### src/design/nfcs_pkg.sv
// Shared types, constants and helpers for the nearest free cell search block.
// Used by nfcs_grid_ram, nfcs_ring_walk and the top level; depends on nothing.
`default_nettype none

package nfcs_pkg;

  // Grid geometry. Cell (x, y) lives at entry y * GridSide + x.
  localparam int GridSide  = 256;
  localparam int GridBits  = $clog2(GridSide);
  localparam int GridCells = GridSide * GridSide;
  localparam int AddrW     = 2 * GridBits;
  localparam int DimW      = GridBits + 1;

  // Ring search limits.
  localparam int MaxRadius = 64;
  localparam int RadW      = 7;
  localparam int RingW     = $clog2(MaxRadius);
  localparam int OffW      = RingW + 1;

  // Field widths.
  localparam int CoordW = 10;
  localparam int SumW   = ((CoordW > OffW) ? CoordW : OffW) + 1;
  localparam int CostW  = 8;
  localparam int OutXW  = 9;
  localparam int CfgIdxW = 1;

  localparam int SafeLimit = 50;

  // Command codes.
  localparam logic CmdWrite = 1'b0;
  localparam logic CmdQuery = 1'b1;

  // Configuration register indexes.
  localparam logic [CfgIdxW-1:0] RegGridWidth  = 1'b0;
  localparam logic [CfgIdxW-1:0] RegGridHeight = 1'b1;

  // Result status codes.
  localparam logic [1:0] StatusSafe  = 2'd0;
  localparam logic [1:0] StatusFound = 2'd1;
  localparam logic [1:0] StatusNone  = 2'd2;

  // Candidate cell offered by the ring walker.
  typedef struct packed {
    logic                   active;
    logic                   on_grid;
    logic signed [SumW-1:0] x;
    logic signed [SumW-1:0] y;
  } walk_cand_t;

  function automatic logic on_grid(input logic signed [SumW-1:0] x,
                                   input logic signed [SumW-1:0] y,
                                   input logic [DimW-1:0]        w,
                                   input logic [DimW-1:0]        h);
    on_grid = !x[SumW-1] && !y[SumW-1] &&
              (x < {{(SumW-DimW){1'b0}}, w}) &&
              (y < {{(SumW-DimW){1'b0}}, h});
  endfunction

  function automatic logic [AddrW-1:0] cell_addr(input logic signed [SumW-1:0] x,
                                                 input logic signed [SumW-1:0] y);
    cell_addr = {y[GridBits-1:0], x[GridBits-1:0]};
  endfunction

endpackage

`default_nettype wire

### src/design/nfcs_ring_walk.sv
// Ring walker: steps through the perimeter cells of square rings around a start cell.
// Depends on nfcs_pkg for widths, the candidate struct and the grid bounds check.
`default_nettype none

module nfcs_ring_walk (
  input  logic                              clk_i,
  input  logic                              rst_ni,
  input  logic                              start_i,
  input  logic                              step_i,
  input  logic signed [nfcs_pkg::CoordW-1:0] x_i,
  input  logic signed [nfcs_pkg::CoordW-1:0] y_i,
  input  logic [nfcs_pkg::RadW-1:0]         radius_i,
  input  logic [nfcs_pkg::DimW-1:0]         width_i,
  input  logic [nfcs_pkg::DimW-1:0]         height_i,
  output nfcs_pkg::walk_cand_t              cand_o
);
  import nfcs_pkg::*;

  logic signed [CoordW-1:0] base_x_q, base_x_d;
  logic signed [CoordW-1:0] base_y_q, base_y_d;
  logic [RadW-1:0]          rlim_q, rlim_d;
  logic [RingW-1:0]         r_q, r_d;
  logic signed [OffW-1:0]   dx_q, dx_d;
  logic signed [OffW-1:0]   dy_q, dy_d;
  logic                     act_q, act_d;

  logic [RadW-1:0]        rlim_clamp;
  logic signed [OffW-1:0] r_s, nr_s, nxt_neg;
  logic [RingW-1:0]       r_inc;
  logic                   ring_more;
  logic                   edge_col;
  logic signed [SumW-1:0] cx, cy;

  always_comb begin
    rlim_clamp = (radius_i > RadW'(MaxRadius)) ? RadW'(MaxRadius) : radius_i;
    r_s        = $signed({1'b0, r_q});
    nr_s       = -r_s;
    r_inc      = r_q + RingW'(1);
    nxt_neg    = -$signed({1'b0, r_inc});
    ring_more  = (RadW'(r_q) + RadW'(1)) < rlim_q;
    edge_col   = (dx_q == nr_s) || (dx_q == r_s);

    base_x_d = base_x_q;
    base_y_d = base_y_q;
    rlim_d   = rlim_q;
    r_d      = r_q;
    dx_d     = dx_q;
    dy_d     = dy_q;
    act_d    = act_q;

    if (start_i) begin
      base_x_d = x_i;
      base_y_d = y_i;
      rlim_d   = rlim_clamp;
      r_d      = RingW'(1);
      dx_d     = -OffW'(1);
      dy_d     = -OffW'(1);
      act_d    = rlim_clamp > RadW'(1);
    end else if (step_i && act_q) begin
      if (edge_col) begin
        // Outer columns of the ring are walked top to bottom in full.
        if (dy_q != r_s) begin
          dy_d = dy_q + OffW'(1);
        end else if (dx_q != r_s) begin
          dx_d = dx_q + OffW'(1);
          dy_d = nr_s;
        end else if (ring_more) begin
          r_d  = r_inc;
          dx_d = nxt_neg;
          dy_d = nxt_neg;
        end else begin
          act_d = 1'b0;
        end
      end else begin
        // Inner columns only touch the top and bottom edge of the ring.
        if (dy_q == nr_s) begin
          dy_d = r_s;
        end else begin
          dx_d = dx_q + OffW'(1);
          dy_d = nr_s;
        end
      end
    end
  end

  always_ff @(posedge clk_i or negedge rst_ni) begin
    if (!rst_ni) begin
      act_q    <= 1'b0;
      base_x_q <= '0;
      base_y_q <= '0;
      rlim_q   <= '0;
      r_q      <= '0;
      dx_q     <= '0;
      dy_q     <= '0;
    end else begin
      act_q    <= act_d;
      base_x_q <= base_x_d;
      base_y_q <= base_y_d;
      rlim_q   <= rlim_d;
      r_q      <= r_d;
      dx_q     <= dx_d;
      dy_q     <= dy_d;
    end
  end

  assign cx = {{(SumW-CoordW){base_x_q[CoordW-1]}}, base_x_q} +
              {{(SumW-OffW){dx_q[OffW-1]}}, dx_q};
  assign cy = {{(SumW-CoordW){base_y_q[CoordW-1]}}, base_y_q} +
              {{(SumW-OffW){dy_q[OffW-1]}}, dy_q};

  assign cand_o.active  = act_q;
  assign cand_o.on_grid = on_grid(cx, cy, width_i, height_i);
  assign cand_o.x       = cx;
  assign cand_o.y       = cy;

endmodule

`default_nettype wire

### config.mk
export PLATFORM = sky130hd
export DESIGN_NAME = nfcs_ring_walk
export DESIGN_NICKNAME = d
export VERILOG_FILES = /design/src/design/nfcs_pkg.sv /design/src/design/nfcs_ring_walk.sv
export SDC_FILE = /design/constraint.sdc
export NUM_CORES = 1
export LEC_CHECK = 0
export BUFFER_PORTS_ARGS = -buffer_cell sky130_fd_sc_hd__buf_4
export CORE_ASPECT_RATIO = 1.75
export CORE_MARGIN = 10
export CORE_UTILIZATION = 50
export DETAILED_ROUTE_END_ITERATION = 7
export PLACE_DENSITY = 0.72
export SYNTH_ARGS = -nofsm -noshare
export SYNTH_HDL_FRONTEND = slang
export SYNTH_SLANG_ARGS = --single-unit
### constraint.sdc
create_clock -name clk_i -period 9 [get_ports clk_i]
set_input_delay 0.45 -clock clk_i [delete_from_list [all_inputs] [get_ports clk_i]]
set_output_delay 0.45 -clock clk_i [all_outputs]
set_load 0.02 [all_outputs]
# Yosys cells after proc, flatten, opt, wreduce, memory -nomap -nowiden
# Cells that the tools add are included.
# word_totals
register_bits,48
elab_cells,72
inputBits,49
output_inout_bits,24
# op_classes
n_reduce_logical,14
n_addsub,8
magnitude_cmp,5
muxes,26
eq_ne,12
# ops
op,count
$mux W7,14
$mux W6,6
$add A10 B7 Y11,2
$lt A11 B9 Y1,2
$eq A7 B7 Y1,3
$add A7 B2 Y7 const B,2
$ne A7 B7 Y1,2
$neg A6 Y7,2
$reduce_and A5 Y1,2
$add A6 B1 Y7 const B,1
$gt A7 B1 Y1 const B,1
$gt A7 B7 Y1 const B,1
$lt A7 B7 Y1,1
$add A6 B1 Y6 const B,1
$mux W1,6
$ne A2 B2 Y1 const B,3
$ne A3 B3 Y1 const B,2
$reduce_bool A2 Y1,3
$ne A5 B3 Y1 const B,1
$logic_and A1 B1 Y1,4
$ne A4 B3 Y1 const B,1
$reduce_and A4 Y1,1
$logic_not A1 Y1,2
$reduce_and A2 Y1,1
$logic_or A1 B1 Y1,1

# Longest topological paths before layout
# Gate-level depths: netlist of the first run.
# depth
ltp_word,8
mapped_depth,16
depth_no_buf,16

# Worst setup path after synthesis of the first run
# No wires, ideal clock.
# synth_timing
path_type,flip-flop to output port
from,register dx_q[0]
to,output port cand_o[22] (netlist name)
arrival_ps,3826
stages_incl_launch_ff,17
required_time_ps,8550
path_buffers,0
slack_ps,4724
cell_sequence,dfrtp_1 ha_1 inv_1 fa_1 nor2b_1 o21ai_0 a21boi_0 o21a_1 nor2_1 xnor2_1 ha_1 a21oi_1 nor2b_1 o21ai_0 nand2_1 or4_1 nor4_1
# synth_rtl
item,line_no,text
from (decl),nfcs_ring_walk.sv:23,"logic signed [OffW-1:0] dx_q, dx_d;"
from (signal assigned),nfcs_ring_walk.sv:93,dx_q <= '0;
from (signal assigned),nfcs_ring_walk.sv:101,dx_q <= dx_d;
to (decl),nfcs_ring_walk.sv:15,output nfcs_pkg::walk_cand_t cand_o

==> impl_results.md, run 1 <==
* Critical path class: reg2out
* Antenna diodes at 0
* Y dimension of the die at about 150 um
* Maximum clock frequency at approximately 0.23 GHz
* Category of the worst setup path capture point: output pin
* Cell at the slowest stage of the critical path: sky130_fd_sc_hd__dfrtp_1
* Per-cell routed wire length at 17.6 um
* Number of pins exceeding their max-slew limit in the final report at 0
* TritonCTS sink count at 48
* Cell type with the largest total area after synthesis: sky130_fd_sc_hd__dfrtp_1
* Post-synthesis sequential area ratio at between 20% and 30%
* Total of hold buffers inserted after clock tree synthesis at 0
* Post-CTS Resized at 0
* DR vias/cell at between 5 and 6
* Total nets after synthesis at 627
* Total vias in the final route at approximately 4,100
* Worst setup slack for register-to-register paths at roughly 5.1 ns
* Max capacitance violation total at 0
* Hold WC Path Type: in2async
* NumNets Final at 677
* Starting density of the core at between 50% and 60%
* Wire length of the first global-routing pass at 20,400 um
* Depth of the worst register-to-register path at 10
* Synth Flop Type: sky130_fd_sc_hd__dfrtp_1
* Run status: completed
* Layout cell share with drive strength beyond 1 at 18.8%
* Instance count of the mapped netlist at approximately 530
* Distinct cells, synth at 66
* CTS H-Tree Depth at 2
* Number of rows in the core area at 45
* Transition at the pin with the smallest max-transition slack at 1.01 ns
* Antenna Nets Post-Route at 0
* Sequential standard cell area at between 1000 and 1500 um^2
* DRC Markers at 0
* Total of endpoints with negative setup slack in the final report at 0
* Area of the core at 8780 um^2
* Total wirelength of the detailed-routed design at roughly 12,000 um
* Worst supply voltage drop on vdd at around 150 uV
* Share of flip-flops with an asynchronous set or reset at 100%
* Total of buffers placed on input and output ports at between 70 and 80
* Worst max-slew margin expressed relative to the limit at around a third
* Clock latency on the worst-skew pair at 0.29 ns
* Power density over cell area at roughly 300 nW/um^2
* CP max stage delay at approximately 0.46 ns
* Die ar. at between 10,000 and 15,000 um^2
* Commonest cells after routing, fill and taps aside: 72 x sky130_fd_sc_hd__buf_4, 48 x sky130_fd_sc_hd__dfrtp_1, 47 x sky130_fd_sc_hd__ha_1
* Synth top area share at about a quarter
* Data arrival time of the critical path at around 3.9 ns
* Final Skew at around 0.0038 ns
* Cells along the critical path: ha_1, inv_1, fa_1, nor2b_1, o21ai_0, a21boi_0, o21a_1, nor2_1, xnor2_1, ha_1, a21oi_1, nor2b_1, o21ai_0, nand2_1, or4_1, nor4_1, buf_4
* Clock transition at the registers of the reported paths at 0.06 ns
* Yosys synthesis warning count at 0
* Number of antenna violations at the first check in global routing at 0
* # fillers at between 800 and 900
* Total negative setup slack at 0 ns
* Post-detailed-placement half-perimeter wirelength at between 9000 and 10,000 um
* Combined area of the multi-input logic cells at 3070 um^2
* Number of setup buffers added after CTS at 0
* Post-route clock period utilization at 48.0%
* GRT Total Usage at around 18%
* Clock period minus final worst setup slack at between 4 and 5 ns
* Post-synthesis sequential element count at 48
* Number of failing hold endpoints at the final stage at 0
* Mean post-synth cell area at roughly 8.6 um^2
* Element type at the critical path start: flop
* Pre-Repair DR Iteration Count at 4
* Most frequent standard cell in the layout excluding fill and tap cells: sky130_fd_sc_hd__buf_4
* Die span in x at 92.0 um
* Kind of cell adding the most delay to the critical path: compound AO/OA/AOI/OAI gates
* Terminus of the critical flop-to-flop path: dy_q[1]
* DR iter-0 viols at approximately 210
* Mapped cell area at 4530 um^2
* Clock tree from TritonCTS: done
* Pin count of the biggest net entering global routing at 61
* Bufs on Longest Clock Path at 2
* Leakage component of the power at approximately 2.4 nW
* Number of flops mapped to enable cells by yosys at 0
* Number of placed I/O pins at 73
* Bufs and invs on worst path at 2
* CTS buffer count at 5
* Number of global-route vias before repair at between 4,000 and 5,000
* Smallest hold slack at 0.173 ns
* Area growth syn-to-layout at 16.1%
* Setup repair after global routing missed its margin: no
* Max Fanout on Critical Path at 7
* GPL Wtd Cong at a little over 0.9
* Reg-to-reg critical path startpoint: r_q[0]
* Ranking of synthesized cells by area: sky130_fd_sc_hd__dfrtp_1 26%, sky130_fd_sc_hd__ha_1 13%, sky130_fd_sc_hd__xnor2_1 6.4%
* Data required, critical path at roughly 8.6 ns
* Root Buffer: sky130_fd_sc_hd__clkbuf_16
* Remaining global-route overflow at 0
[metal layers]
metal  track usage [%]  share of wire [%]  up-vias
li1                  -                  -     1977
met1              19.1                 38     1939
met2              33.3                 54      121
met3              3.46                5.0       28
met4              7.29                3.0        0
met5                 0                  0        -
[state kept, by name (all words and copies together) (netlist names)]
signal / flops
act_q: 1
dx_q: 7
base_x_q: 10
r_q: 6
rlim_q: 7
base_y_q: 10
dy_q: 7
[through the flow]
| step | utilization (%) | cells | area, um^2 | setup slack [ns] | power (W) |
|---|---|---|---|---|---|
| finish | 59.9 | 697 | 5270 | 4.68 | 0.00160 |
| detailed placement | 58.1 | 689 | 5100 | 4.98 | 0.00139 |
| CTS | 59.9 | 697 | 5270 | 4.64 | 0.00162 |
| floorplan | - | 529 | 4530 | 4.72 | 0.00107 |
| global route | 59.9 | 697 | 5270 | 4.24 | 0.00174 |
| global placement | 58.1 | 689 | 5100 | 5.11 | 0.00137 |
[Yosys cell counts (all sizes together), types with 3 or more instances]
| library cell | n |
|---|---|
| o21bai | 3 |
| buf | 9 |
| nor4 | 4 |
| inv | 38 |
| nand4 | 3 |
| a21o | 6 |
| dfrtp | 48 |
| clkbuf | 20 |
| nor2b | 5 |
| or4 | 4 |
| xor2 | 22 |
| nand2 | 36 |
| a31o | 3 |
| nand3 | 20 |
| and3 | 6 |
| a211oi | 6 |
| nor2 | 39 |
| o21a | 3 |
| ha | 47 |
| a21oi | 31 |
| o311a | 3 |
| o31ai | 5 |
| o21ai | 34 |
| and2 | 7 |
| nand3b | 8 |
| mux2 | 19 |
| or3 | 3 |
| nand2b | 5 |
| nor3 | 14 |
| a31oi | 5 |
| xnor2 | 33 |
| mux2i | 5 |
[logic make-up after synthesis]
kind of cell | after synthesis | synth area share (%)
muxes | 24 | 5.82
DFF | 48 | 26.5
adders and majority gates | 49 | 13.9
xor gates and xnor gates | 58 | 12.1
AOI/OAI and AO/OA | 119 | 17.3
and+or+nand+nor | 164 | 18.5
buffers and inverters | 67 | 5.91
[final cells by class]
cell class	count	share of cell area, %
Tap cell	117	2.78
Sequential cell	48	22.8
Timing Repair Buffer	72	10.3
Clock inverter	2	0.665
Clock buffer	6	2.45
Multi-Input combinational cell	414	58.3
Inverter	38	2.71
[power breakdown]
part           leakage (nW)  switching, W  internal [W]
Clock                0.0808     0.0000817      0.000131
Sequential            0.546     0.0000648      0.000250
Combinational          1.76      0.000599      0.000478
[worst max path at each step]
stage	slack, ns	endpoint	cells past startpoint	start
2_1_floorplan	4.72	cand_o[22]	16	dx_q[0]
3_3_place_gp	5.11	cand_o[22]	14	dy_q[0]
3_5_place_dp	4.98	cand_o[22]	17	dx_q[0]
4_1_cts	4.64	cand_o[22]	17	dx_q[0]
5_1_grt	4.24	cand_o[22]	17	dx_q[0]
6_report	4.68	cand_o[22]	17	dx_q[0]
(Power assumes the default switching activity.)
==> run 2, diff against run 1 <==
- clock period: 9 -> 4.2 ns (I/O delays scaled with it)
==> run 2 against run 1 <==
  * Count of clock-buffer cells in the layout fell by 1
  * Sequential power rose by 110%
  * Via count fell by 1.1%
  * Largest cell class unchanged
  * Routed wire length fell by 2.4%
  * Highest routed layer unchanged
  * Total power rose by 110%
  * Sequential share of layout area fell by 0.31 points
  * Critical endpoint unchanged
  * Die area did not move
  * Clock skew rose by 0.0013 ns
==> impl_results.md, run 2 (same netlist as run 1, synthesis figures left out) <==
* Category of the worst setup path capture point: output pin
* Total wirelength of the detailed-routed design at 11,900 um (-2.4%)
* TritonCTS sink count at 48 (unchanged)
* DR vias/cell at 5.69 (-2.4%)
* GRT Total Usage at 17.8% (-0.20 points)
* Critical path class: reg2out
* Clock transition at the registers of the reported paths at 0.06 ns (about the same)
* Total vias in the final route at 4,019 (-1.1%)
* Post-detailed-placement half-perimeter wirelength at 9430 um (-1.1%)
* Root Buffer: sky130_fd_sc_hd__clkbuf_16
* Run status: completed
* Data arrival time of the critical path at 3.72 ns (-0.15 ns)
* Hold WC Path Type: in2reg
* Maximum clock frequency at roughly 0.25 GHz
* Registers with the highest flip-flop counts: base_x_q x10, base_y_q x10
* Antenna Nets Post-Route at 0 (unchanged)
* Die span in x at 92.0 um (unchanged)
* Clock tree from TritonCTS: done
* Area of the core at 8780 um^2 (unchanged)
* Number of global-route vias before repair at 4,211 (-1.2%)
* Number of pins exceeding their max-slew limit in the final report at 0 (unchanged)
* GPL Wtd Cong at 0.896 (-3.0%)
* Power density over cell area at 640 nW/um^2 (+110%)
* Reg-to-reg critical path startpoint: r_q[0]
* DRC Markers at 0 (unchanged)
* Area after DPL at 5160 um^2 (+1.1%)
* Die ar. at 13,400 um^2 (unchanged)
* Number of antenna violations at the first check in global routing at 0 (unchanged)
* Max capacitance violation total at 0 (unchanged)
* Number of rows in the core area at 45 (unchanged)
* Number of placed I/O pins at 73 (unchanged)
* Total of endpoints with negative setup slack in the final report at 0 (unchanged)
* Max Fanout on Critical Path at 7 (unchanged)
* Leakage component of the power at 2.43 nW (+1.9%)
* Bufs on Longest Clock Path at 2 (unchanged)
* Worst supply voltage drop on vdd at 319 uV (+120%)
* Antenna diodes at 0 (unchanged)
* CTS H-Tree Depth at 2 (unchanged)
* Commonest cells after routing, fill and taps aside: 82 x sky130_fd_sc_hd__buf_4, 47 x sky130_fd_sc_hd__ha_1, 46 x sky130_fd_sc_hd__dfrtp_1
* Element type at the critical path start: flop
* Wire length of the first global-routing pass at 19,900 um (-2.2%)
* Total of buffers placed on input and output ports at 72 (unchanged)
* Clock period minus final worst setup slack at around 4 ns
* Y dimension of the die at 146 um (unchanged)
* Beginning of the critical path: dy_q[0]
* Pre-Repair DR Iteration Count at 5 (+1)
* Remaining global-route overflow at 0 (unchanged)
* Power after layout at 0.00343 W (+110%)
* Transition at the pin with the smallest max-transition slack at 0.781 ns (-0.230 ns)
* Area growth syn-to-layout at 18.0%
* Starting density of the core at 51.6% (unchanged)
* Layout cell share with drive strength beyond 1 at 20.5% (+1.8 points)
* Clock latency on the worst-skew pair at 0.29 ns (about the same)
* Number of failing hold endpoints at the final stage at 0 (unchanged)
* Design Area, Final at 5350 um^2 (+1.6%)
* NumNets Final at 688 (+1.6%)
* Data required, critical path at 3.99 ns (-4.56 ns)
* Pin count of the biggest net entering global routing at 61 (unchanged)
* DR iter-0 viols at 297 (+39%)
* CTS buffer count at 5 (unchanged)
* Worst max-slew margin expressed relative to the limit at 47.7% (+16 points)
* Post-route clock period utilization at 93.7%
* Hold path startpoint: x_i[1]
* Per-cell routed wire length at 16.9 um (-3.6%)
* Final Skew at 0.00504 ns (+0.00127 ns)
* Most frequent standard cell in the layout excluding fill and tap cells: sky130_fd_sc_hd__buf_4
[run 2: power by group]
part	internal, W	leakage, nW	total (W)	switching [W]
logic	0.00104	1.81	0.00231	0.00127
clock network	0.000274	0.0757	0.000445	0.000171
registers	0.000537	0.545	0.000667	0.000131
[run 2: cell type report]
| cell class | instances | area [um^2] |
|---|---|---|
| inverter | 38 | 143 |
| clock inverter | 1 | 30.0 |
| timing repair buffer | 83 | 626 |
| fill | 795 | 3430 |
| sequential | 48 | 1200 |
| clock buffer | 5 | 125 |
| tap | 117 | 146 |
| multi-input combinational | 414 | 3080 |
[run 2: metrics by stage]
step,instances,setup slack (ns),util (%),setup TNS (ns),hold WS [ns]
after CTS,704,0.113,60.6,0,0.119
after global placement,697,0.547,58.7,0,0.272
final,706,0.267,60.9,0,0.125
after global routing,706,-0.000457,60.9,-0.000457,0.146
after detailed placement,697,0.443,58.7,0,0.280
after floorplan,529,0.164,-,0,-0.0856
[run 2: routing by layer]
metal | track usage [%] | part of all wire, % | vias to the layer above
li1 | - | - | 1996
met1 | 18.8 | 38 | 1865
met4 | 9.15 | 4.3 | 0
met2 | 32.3 | 53 | 124
met3 | 3.25 | 4.8 | 34
met5 | 0 | 0 | -
[run 2: repair_timing]
action,CTS,global route
setup buffers,0,2
hold endpoints to repair,48,0
setup endpoints to repair,0,1
gates resized for setup,0,5
hold buffers,1,0
[run 2: critical path: stages (launching register included)]
cell and delay (ns):
sky130_fd_sc_hd__dfrtp_2 0.45, sky130_fd_sc_hd__ha_1 0.22, sky130_fd_sc_hd__fa_1 0.41, sky130_fd_sc_hd__a21o_1 0.21, sky130_fd_sc_hd__a21oi_2 0.20, sky130_fd_sc_hd__o21ai_0 0.13
sky130_fd_sc_hd__and3_1 0.22, sky130_fd_sc_hd__nor2_1 0.11, sky130_fd_sc_hd__xnor2_1 0.16, sky130_fd_sc_hd__ha_1 0.29, sky130_fd_sc_hd__a211oi_1 0.23, sky130_fd_sc_hd__nand2_1 0.07
sky130_fd_sc_hd__or4_1 0.41, sky130_fd_sc_hd__nor4_2 0.14, sky130_fd_sc_hd__buf_4 0.18
[run 2: path summary, 6_finish.rpt]
| path | end | slack [ns] | depth (start not counted) |
|---|---|---|---|
| setup / recovery | cand_o[22] | 0.27 | 14 |
| hold / removal | base_x_q[1] | 0.13 | 3 |
| setup reg to reg | dx_q[0] | 0.70 | 9 |
| hold reg to reg | base_x_q[7] | 0.52 | 1 |
| max in group asynchronous | dy_q[0] | 3.25 | 2 |
| min in group asynchronous | base_x_q[2] | 0.48 | 2 |
==> run 3, diff against run 2 <==
- CELL_PAD_IN_SITES_DETAIL_PLACEMENT: unset -> 1
- CELL_PAD_IN_SITES_GLOBAL_PLACEMENT: unset -> 2
- CORE_UTILIZATION: 50 -> 35
- PLACE_DENSITY: 0.72 -> unset
- PLACE_DENSITY_LB_ADDON: unset -> 0.1
==> run 3 against run 2 <==
  * Via count grew 2.3%
  * Count of clock-buffer cells in the layout rose by 1
  * Largest power group unchanged
  * Die area up 35%
  * Sequential share of layout area is 0.36 points lower
  * Combinational power up 4%
  * Clock power down 11%
==> impl_results.md, run 3 (same netlist as run 1, synthesis figures left out) <==
* Run status: completed
* NumNets Final at 692 (+0.58%)
* Reg-to-reg critical path startpoint: r_q[0]
* Max capacitance violation total at 0 (unchanged)
* GRT Total Usage at 15.8% (-2.0 points)
* Hold WC Path Type: in2reg
* Maximum clock frequency at 0.253 GHz (-0.46%)
* Data required, critical path at 3.99 ns (about the same)
* Starting density of the core at 35.4% (-16 points)
* Pre-Repair DR Iteration Count at 4 (-1)
* Number of placed I/O pins at 73 (unchanged)
* Root Buffer: sky130_fd_sc_hd__clkbuf_16
* Commonest cells after routing, fill and taps aside: 86 x sky130_fd_sc_hd__buf_4, 47 x sky130_fd_sc_hd__ha_1, 46 x sky130_fd_sc_hd__dfrtp_1
* Data arrival time of the critical path at 3.74 ns (+0.02 ns)
* Remaining global-route overflow at 0 (unchanged)
* TritonCTS sink count at 48 (unchanged)
* Pin count of the biggest net entering global routing at 61 (unchanged)
* Total of endpoints with negative setup slack in the final report at 0 (unchanged)
* Setup WS post-layout at 0.248 ns (-0.0181 ns)
* Number of rows in the core area at 55 (+22%)
* Post-detailed-placement half-perimeter wirelength at 11,400 um (+21%)
* Smallest hold slack at 0.123 ns (-0.00265 ns)
* Worst max-slew margin expressed relative to the limit at 54.2% (+6.5 points)
* Total wirelength of the detailed-routed design at 14,200 um (+19%)
* CTS buffer count at 5 (unchanged)
* Setup slack at placement at 0.321 ns (-0.122 ns)
* Clock tree from TritonCTS: done
* Die span in x at 106 um (+15%)
* GRT met2 Usage at 31.2% (-1.0 points)
* Max Fanout on Critical Path at 6 (-1)
* DR iter-0 viols at 135 (-55%)
* Registers with the highest flip-flop counts: base_x_q x10, base_y_q x10
* Terminus of the critical flop-to-flop path: dy_q[4]
* Worst supply voltage drop on vdd at 234 uV (-26%)
* Clock period minus final worst setup slack at 3.95 ns (+0.0181 ns)
* Critical path class: reg2out
* Peak-usage layer in the global routing report: met2
* Power density over cell area at 638 nW/um^2 (-0.33%)
* Clock transition at the registers of the reported paths at 0.07 ns (about the same)
* Category of the worst setup path capture point: output pin
* Endpoint, Worst Hold: base_x_q[1]
* Number of antenna violations at the first check in global routing at 0 (unchanged)
* GPL Wtd Cong at 0.826 (-7.9%)
* Per-cell routed wire length at 18.6 um (+9.8%)
* Die ar. at 18,100 um^2 (+35%)
* Number of failing hold endpoints at the final stage at 0 (unchanged)
* Wire length of the first global-routing pass at 23,300 um (+17%)
* Transition at the pin with the smallest max-transition slack at 0.687 ns (-0.0940 ns)
* Leakage component of the power at 2.45 nW (+0.51%)
* Element type at the critical path start: flop
* DR vias/cell at 5.37 (-5.6%)
* Global-route met1 utilization at 16.5% (-2.3 points)
* Number of global-route vias before repair at 4,535 (+7.7%)
* Depth of the worst register-to-register path at 11 (+2)
* Depth of the worst hold-timing path at 3 (unchanged)
* Post-route clock period utilization at 94.1% (+0.43 points)
* Worst setup slack for register-to-register paths at 0.63 ns (-0.07 ns)
* Total of buffers placed on input and output ports at 72 (unchanged)
* Antenna Nets Post-Route at 0 (unchanged)
* Total negative setup slack at 0 ns (unchanged)
* Layout cell share with drive strength beyond 1 at 21.2% (+0.67 points)
* Hold path startpoint: x_i[1]
* Clock latency on the worst-skew pair at 0.29 ns (about the same)
* Antenna diodes at 0 (unchanged)
* Area of the core at 12,800 um^2 (+46%)
* Met3 Use GR at 2.30% (-0.95 points)
* Final Skew at 0.00364 ns (-0.00140 ns)
* Total vias in the final route at 4,111 (+2.3%)
* Y dimension of the die at 171 um (+17%)
* DRC Markers at 0 (unchanged)
* Most frequent standard cell in the layout excluding fill and tap cells: sky130_fd_sc_hd__buf_4
* Bufs on Longest Clock Path at 2 (unchanged)
* Area growth syn-to-layout at 19.9%
* CTS H-Tree Depth at 2 (unchanged)
* Number of pins exceeding their max-slew limit in the final report at 0 (unchanged)
==> run 3: repair_timing <==
item / 4_1_cts / 5_1_grt
setup endpoints to repair: 1 / 1
setup buffers: 0 / 2
hold endpoints to repair: 48 / 0
pin swaps: 0 / 2
resized for setup: 1 / 6
hold buffers: 1 / 0
==> run 3: worst max-delay path by stage <==
stage                 start    endpoint  slack (ns)  cells after the start
global route        dx_q[0]  cand_o[22]       -0.02                     17
CTS                 dy_q[0]  cand_o[22]        0.06                     14
global placement    dx_q[0]  cand_o[22]        0.48                     17
detailed placement  dx_q[0]  cand_o[22]        0.32                     17
finish              dy_q[0]  cand_o[22]        0.25                     14
floorplan           dx_q[0]  cand_o[22]        0.16                     16
==> run 3: layout make-up <==
cell class                      instances  area [um^2]
Clock buffer                            6          129
Clock inverter                          1         5.00
Fill cell                            1565         7360
Inverter                               38          143
Multi-Input combinational cell        414         3090
Sequential cell                        48         1200
Tap cell                              171          214
Timing Repair Buffer                   87          656
==> run 3: power by group <==
group | internal, W | switching, W
combinational | 0.00106 | 0.00134
clock | 0.000217 | 0.000177
sequential | 0.000537 | 0.000138
==> run 3: stage by stage <==
step	power, W	cell area (um^2)	utilization (%)	cells
floorplan	0.00230	4530	-	529
global placement	0.00303	5250	41.0	755
detailed placement	0.00309	5250	41.0	755
CTS	0.00350	5400	42.2	763
global route	0.00380	5440	42.5	765
finish	0.00347	5440	42.5	765
==> run 3: layer usage <==
layer,part of all wire [%],vias up
met5,0,-
met4,2.3,0
met3,2.9,19
met2,56,66
met1,39,2031
li1,-,1995
==> run 3: worst max-delay path, cell delays in order, from the launching register on <==
cell and delay, ns:
sky130_fd_sc_hd__dfrtp_2 0.44, sky130_fd_sc_hd__ha_1 0.22, sky130_fd_sc_hd__fa_1 0.41, sky130_fd_sc_hd__a21o_1 0.23, sky130_fd_sc_hd__a21oi_4 0.17, sky130_fd_sc_hd__o21ai_0 0.13
sky130_fd_sc_hd__and3_1 0.24, sky130_fd_sc_hd__nor2_1 0.12, sky130_fd_sc_hd__xnor2_1 0.17, sky130_fd_sc_hd__ha_1 0.29, sky130_fd_sc_hd__a211oi_1 0.21, sky130_fd_sc_hd__nand2_1 0.07
sky130_fd_sc_hd__or4_1 0.42, sky130_fd_sc_hd__nor4_2 0.15, sky130_fd_sc_hd__buf_4 0.18
